<file path="config.mk">
export PLATFORM = sky130hd
export DESIGN_NAME = rkrd_ctrl
export DESIGN_NICKNAME = d
export VERILOG_FILES = /design/src/rkrd_pkg.sv /design/src/rkrd_ctrl.sv
export SDC_FILE = /design/constraint.sdc
export NUM_CORES = 1
export LEC_CHECK = 0
export BUFFER_PORTS_ARGS = -buffer_cell sky130_fd_sc_hd__buf_2
export CAP_MARGIN = 5
export CELL_PAD_IN_SITES_DETAIL_PLACEMENT = 1
export CELL_PAD_IN_SITES_GLOBAL_PLACEMENT = 2
export CORE_AREA = 2 2 39 41
export DETAILED_ROUTE_END_ITERATION = 8
export DIE_AREA = 0 0 41 43
export PLACE_DENSITY_LB_ADDON = 0.1
export SLEW_MARGIN = 40
export SYNTH_ARGS = -nofsm -noshare
export SYNTH_HDL_FRONTEND = slang
export SYNTH_SLANG_ARGS = --single-unit
export TNS_END_PERCENT = 1
</file>
<file path="constraint.sdc">
create_clock -name clk -period 1.5 [get_ports clk]
set_input_delay 0.3 -clock clk [delete_from_list [all_inputs] [get_ports clk]]
set_output_delay 0.3 -clock clk [all_outputs]
set_load 0.1 [all_outputs]
</file>
<file path="src/rkrd_pkg.sv">
// ----------------------------------------------------------------------------
// rkrd_pkg
// Shared types and constants for the recent key repeat detector: value and
// word sizes, result count limits and the controller/datapath signal groups.
// ----------------------------------------------------------------------------
package rkrd_pkg;

    // Size of one checked value
    localparam int VALUE_BYTES = 32;
    localparam int VALUE_W     = 8 * VALUE_BYTES;
    localparam int WORD_W      = 64;

    // Reported entry count saturates at this value
    localparam int          HELD_W   = 7;
    localparam logic [6:0]  HELD_MAX = 7'd127;

    // Controller to datapath commands
    typedef struct packed {
        logic load;     // capture the accepted word, restart the scan
        logic issue;    // read the next ring entry
        logic commit;   // insert on a miss and load the result register
    } cmd_t;

    // Datapath to controller status
    typedef struct packed {
        logic more;     // entries left to read in the scan
        logic hit_any;  // a held entry matched so far
    } status_t;

endpackage

</file>
<file path="src/rkrd_ctrl.sv">
// ----------------------------------------------------------------------------
// rkrd_ctrl
// Controller: sequences accept, ring scan and commit, and owns the output
// valid flag so a finished result may wait while the next word is taken.
// ----------------------------------------------------------------------------
module rkrd_ctrl (
    input  logic              clk,
    input  logic              rst_n,
    input  logic              in_valid,
    output logic              in_ready,
    output logic              out_valid,
    input  logic              out_ready,
    input  rkrd_pkg::status_t status,
    output rkrd_pkg::cmd_t    cmd
);
    import rkrd_pkg::*;

    typedef enum logic [1:0] {
        ST_IDLE,
        ST_SCAN,
        ST_DONE
    } state_t;

    state_t state_reg, state_next;
    logic   out_valid_reg, out_valid_next;
    logic   slot_free;

    assign in_ready  = (state_reg == ST_IDLE);
    assign out_valid = out_valid_reg;
    assign slot_free = !out_valid_reg || out_ready;

    // Decode commands and next state
    always_comb
    begin
        state_next     = state_reg;
        out_valid_next = out_valid_reg && !out_ready;
        cmd            = '0;
        case (state_reg)
            ST_IDLE:
            begin
                if (in_valid)
                begin
                    cmd.load   = 1'b1;
                    state_next = ST_SCAN;
                end
            end
            ST_SCAN:
            begin
                cmd.issue = status.more && !status.hit_any;
                if (status.hit_any || !status.more)
                begin
                    state_next = ST_DONE;
                end
            end
            ST_DONE:
            begin
                if (slot_free)
                begin
                    cmd.commit     = 1'b1;
                    out_valid_next = 1'b1;
                    state_next     = ST_IDLE;
                end
            end
            default:
            begin
                state_next = ST_IDLE;
            end
        endcase
    end

    // Hold state and output valid
    always_ff @(posedge clk or negedge rst_n)
    begin
        if (!rst_n)
        begin
            state_reg     <= ST_IDLE;
            out_valid_reg <= 1'b0;
        end
        else
        begin
            state_reg     <= state_next;
            out_valid_reg <= out_valid_next;
        end
    end

endmodule

</file>
* Word level (Yosys, flattened, before mapping)
Cells that the tools add are included.
** Cells by class
- Add/subtract/negate cells :: 0
- Multiply operators :: 0
- Div/mod/pow operators :: 0
- Magnitude comparators :: 0
- Eq/ne operators :: 5
- Shifts and indexed selects :: 0
- Mux-type cells :: 11
- Bitwise operators :: 0
- Reduce and logical (&&, ||, !) cells :: 10
** Operator list (number)
- $mux 1 :: 7
- $mux 2 :: 3
- $ne 2x2->1 const B :: 3
- $pmux 2 s3 :: 1
- $logic_not 1->1 :: 4
- $reduce_and 3->1 :: 1
- $eq 2x1->1 const B :: 1
- $eq 2x2->1 const B :: 1
- $logic_and 1x1->1 :: 2
- $logic_not 2->1 :: 1
- $logic_or 1x1->1 :: 2
** Storage, ports and cells
- Register bits :: 3
- Bits in latches :: 0
- Memory bits (writable) :: 0
- Bits in read-only memories :: 0
- Input bits :: 6
- Output and inout bits :: 5
- Word-level logic and storage cells :: 28
- Memories kept :: 0

* Logic depth before layout (Yosys ltp)
- Word-level depth :: 4
- Mapped depth :: 2
- Gate-level depth less buffers :: 2

* Worst setup path before layout
Ideal clock, no wire load.
- Kind :: reg2reg
- Start :: register state_reg[1]
- End :: register state_reg[0]
- Setup time :: 0.078 ns
- Arrival time :: 2.927 ns
- Data required time :: 1.422 ns
- Path slack :: -1.505 ns
- Cell stages (with the launch flop) :: 3
- Path buffers :: 0
- Cell sequence :: dfrtp_1 -> nor3b_1 -> or2_1
** On the way
- Longest elaborated chain between the ends :: 3
- Elaborated cells between the ends (all ways) :: 8
- Those cells by class :: 5 x eq/ne; 1 x mux; 2 x reduce/logical
** Ends and longest elaborated chain
- start, declared :: line rkrd_ctrl.sv:24 : state_t state_reg, state_next;
- start signal, assigned :: line rkrd_ctrl.sv:81 : state_reg <= state_next;
- $eq 2x1->1 (tied with other cells) :: line rkrd_ctrl.sv:38 : case (state_reg)
- $ne 2x2->1 (no line)
- $reduce_and 3->1 (no line)
Several ways; a longest one is shown, not always the timed one.
A chain may end at the register's enable or synchronous reset.

==> summary.txt <==
Critical path
  – Setup crit end kind: output port
  – Crit path arrival time: around 1300 ps
  – Startpoint Class: register
  – Worst reg2reg path depth: 3
  – WP data required: about 1200 ps
  – R2R Setup Slk: roughly 500 ps
  – Critical R2R Launch: state_reg[1]
  – Critical path class: register to output port
  – R2R Path End: state_reg[0]
  – CP max FO: 4

Cells and area
  – Ant. Diodes: 0
  – Layout cells sized above 1: 0.719
  – Sequential cell area: approximately 78 sq um
  – Syn-to-layout area delta: 135%
  – Max FFs per register: 2
  – Design Area, Final: roughly 380 sq um
  – Multi-input logic area: between 100 and 150 sq um
  – Final-layout fill cell count: ~160
  – Final Util: 0.274
  – Layout Nets: 39

Yosys
  – Yosys top cell area share: 0.465
  – Netlist cell types: 10
  – Post-synthesis sequential area ratio: 0.465
  – Top cells by area, synth: dfrtp_1, nor4bb_4, nand2b_1, nor2b_1, nand2b_2
  – Synth Instances: 14
  – Synthesized flop and latch total: 3
  – Mapped Avg Cell Area: roughly 12 sq um
  – Number of warnings issued by yosys: 0
  – Net count of the mapped netlist: 20
  – Area leader, netlist: dfrtp_1
  – Cell Area, Synth: about 160 sq um

Routing
  – Post-DRT Antenna Nets: 0
  – Routed length per instance: approximately 11 microns
  – Routed via count: 176
  – DR pass1 iterations: 1
  – Final wirelength: around 540 microns
  – DRC errors left: 0
  – Via/cell ratio: 3.67
  – Initial drt markers: 0

Clock network
  – H-Tree Depth: 1
  – Clock transition at path regs: about 40 ps
  – CTS max path bufs: 2
  – CTS Sinks: 3
  – CTS tree: built
  – Cts bufs inserted: 3
  – Worst-Skew Late Latency: 230 ps
  – Clock root buffer: clkbuf_4

Outcome
  – Status: complete, but fails checks
  – Failing checks: negative setup slack

STA
  – Slew Viols, Final: 0
  – # setup viols final: 2
  – Slew @ Worst Pin: around 500 ps
  – Worst Clk Skew: between 1.5 and 2 ps
  – F_max: between 0.6 and 0.7 GHz
  – Final Hold Viols: 0
  – Fin Hold WS: approximately 400 ps
  – Final period util: 1.03
  – Unrepaired setup endpoints after global routing: yes
  – Final worst path period need: 1550 ps
  – Setup slack after layout: -46.2 ps
  – Slew headroom: 0.677

Die
  – Die W: 41 microns
  – Die area: approximately 1800 sq um
  – Std cell rows: 14
  – Starting density of the core: 0.117
  – Die height: between 40 and 50 microns
  – # IOs: 11
  – Placeable Area: 1380 sq um

Global route
  – GRT Overall Usage: 0.0834
  – Vias in the first global route: roughly 210
  – Initial antenna violation count: 0
  – Pin count of the biggest net entering global routing: 6
  – First-pass GRT wire length: 855 microns
  – Global route total overflow: 0

Min path
  – Hold Path Class: input port to asynchronous set/reset pin

Placed design
  – RD Place Congestion: about 0.61
  – Placed cell areas: 314 sq um
  – PortBufs: 10
  – Detailed placement HPWL: 405 microns

Job
  – Max-cap viol count: 0
[area by class of cell]
class	count	share of cell area
Multi-Input combinational cell	11	0.297
Clock buffer	4	0.0693
Tap cell	16	0.0528
Timing Repair Buffer	14	0.376
Sequential cell	3	0.205
[layout by cell type (no fill, tap or decap), drive strengths merged]
| master | n |
|---|---|
| nand2 | 1 |
| o22ai | 1 |
| buf | 13 |
| nor2b | 2 |
| nor2 | 1 |
| nor3b | 1 |
| nor4bb | 1 |
| or2 | 1 |
| dfrtp | 3 |
| clkbuf | 4 |
| dlygate4sd3 | 1 |
| nand2b | 3 |
[critical path: stages, from the launching register on]
cell	delay (ps)
dfrtp_2	430
buf_4	150
nor3b_4	220
buf_12	210
[cell usage after synthesis]
| master | count |
|---|---|
| nor3b_1 | 1 |
| nand2b_1 | 2 |
| nor2_1 | 1 |
| nand2b_2 | 1 |
| nor2b_1 | 2 |
| nor4bb_4 | 1 |
| o22ai_1 | 1 |
| or2_1 | 1 |
| nand2_1 | 1 |
| dfrtp_1 | 3 |
[cell families after synthesis]
kind of cell,count (synthesis),share of synthesized area
AO/OA/AOI/OAI,1,0.0388
flip-flops,3,0.465
AND/OR/NAND/NOR,10,0.496
[timing repair]
item / in CTS / in global routing
gates resized for setup: 2 / 0
pin swaps: 1 / 1
setup endpoints to repair: 2 / 3
buffers inserted: 3 / 0
hold endpoints to repair: 3 / 0
hold buffers: 1 / 0
[metal layers]
| metal | routed length [microns] | vias up | track usage |
|---|---|---|---|
| li1 | - | 83 | - |
| met1 | 189 | 80 | 0.0710 |
| met2 | 276 | 11 | 0.119 |
| met3 | 61 | 2 | 0.0419 |
| met4 | 12 | 0 | 0.100 |
| met5 | 0 | - | 0 |
[how the worst max path moves through the flow]
stage / startpoint / endpoint / cells past startpoint
final: state_reg[1] / cmd[2] / 3
after floorplan: state_reg[1] / cmd[1] / 1
after global placement: state_reg[1] / cmd[1] / 2
after detailed placement: state_reg[1] / cmd[1] / 2
after global routing: state_reg[1] / cmd[2] / 3
after CTS: state_reg[1] / cmd[1] / 2
[metrics by stage]
| stage | setup WS, ps | TNS (ps) | std cells |
|---|---|---|---|
| finish | -46.2 | -77.9 | 48 |
| floorplan | -372 | -1190 | 14 |
| detailed placement | 167 | 0 | 40 |
| global placement | 155 | 0 | 40 |
| CTS | -66.8 | -123 | 48 |
| global route | -86.8 | -181 | 48 |
Power is left out: the tool's default activity adds up to more than one toggle a clock period on the data nets, which glitch-free logic cannot reach.
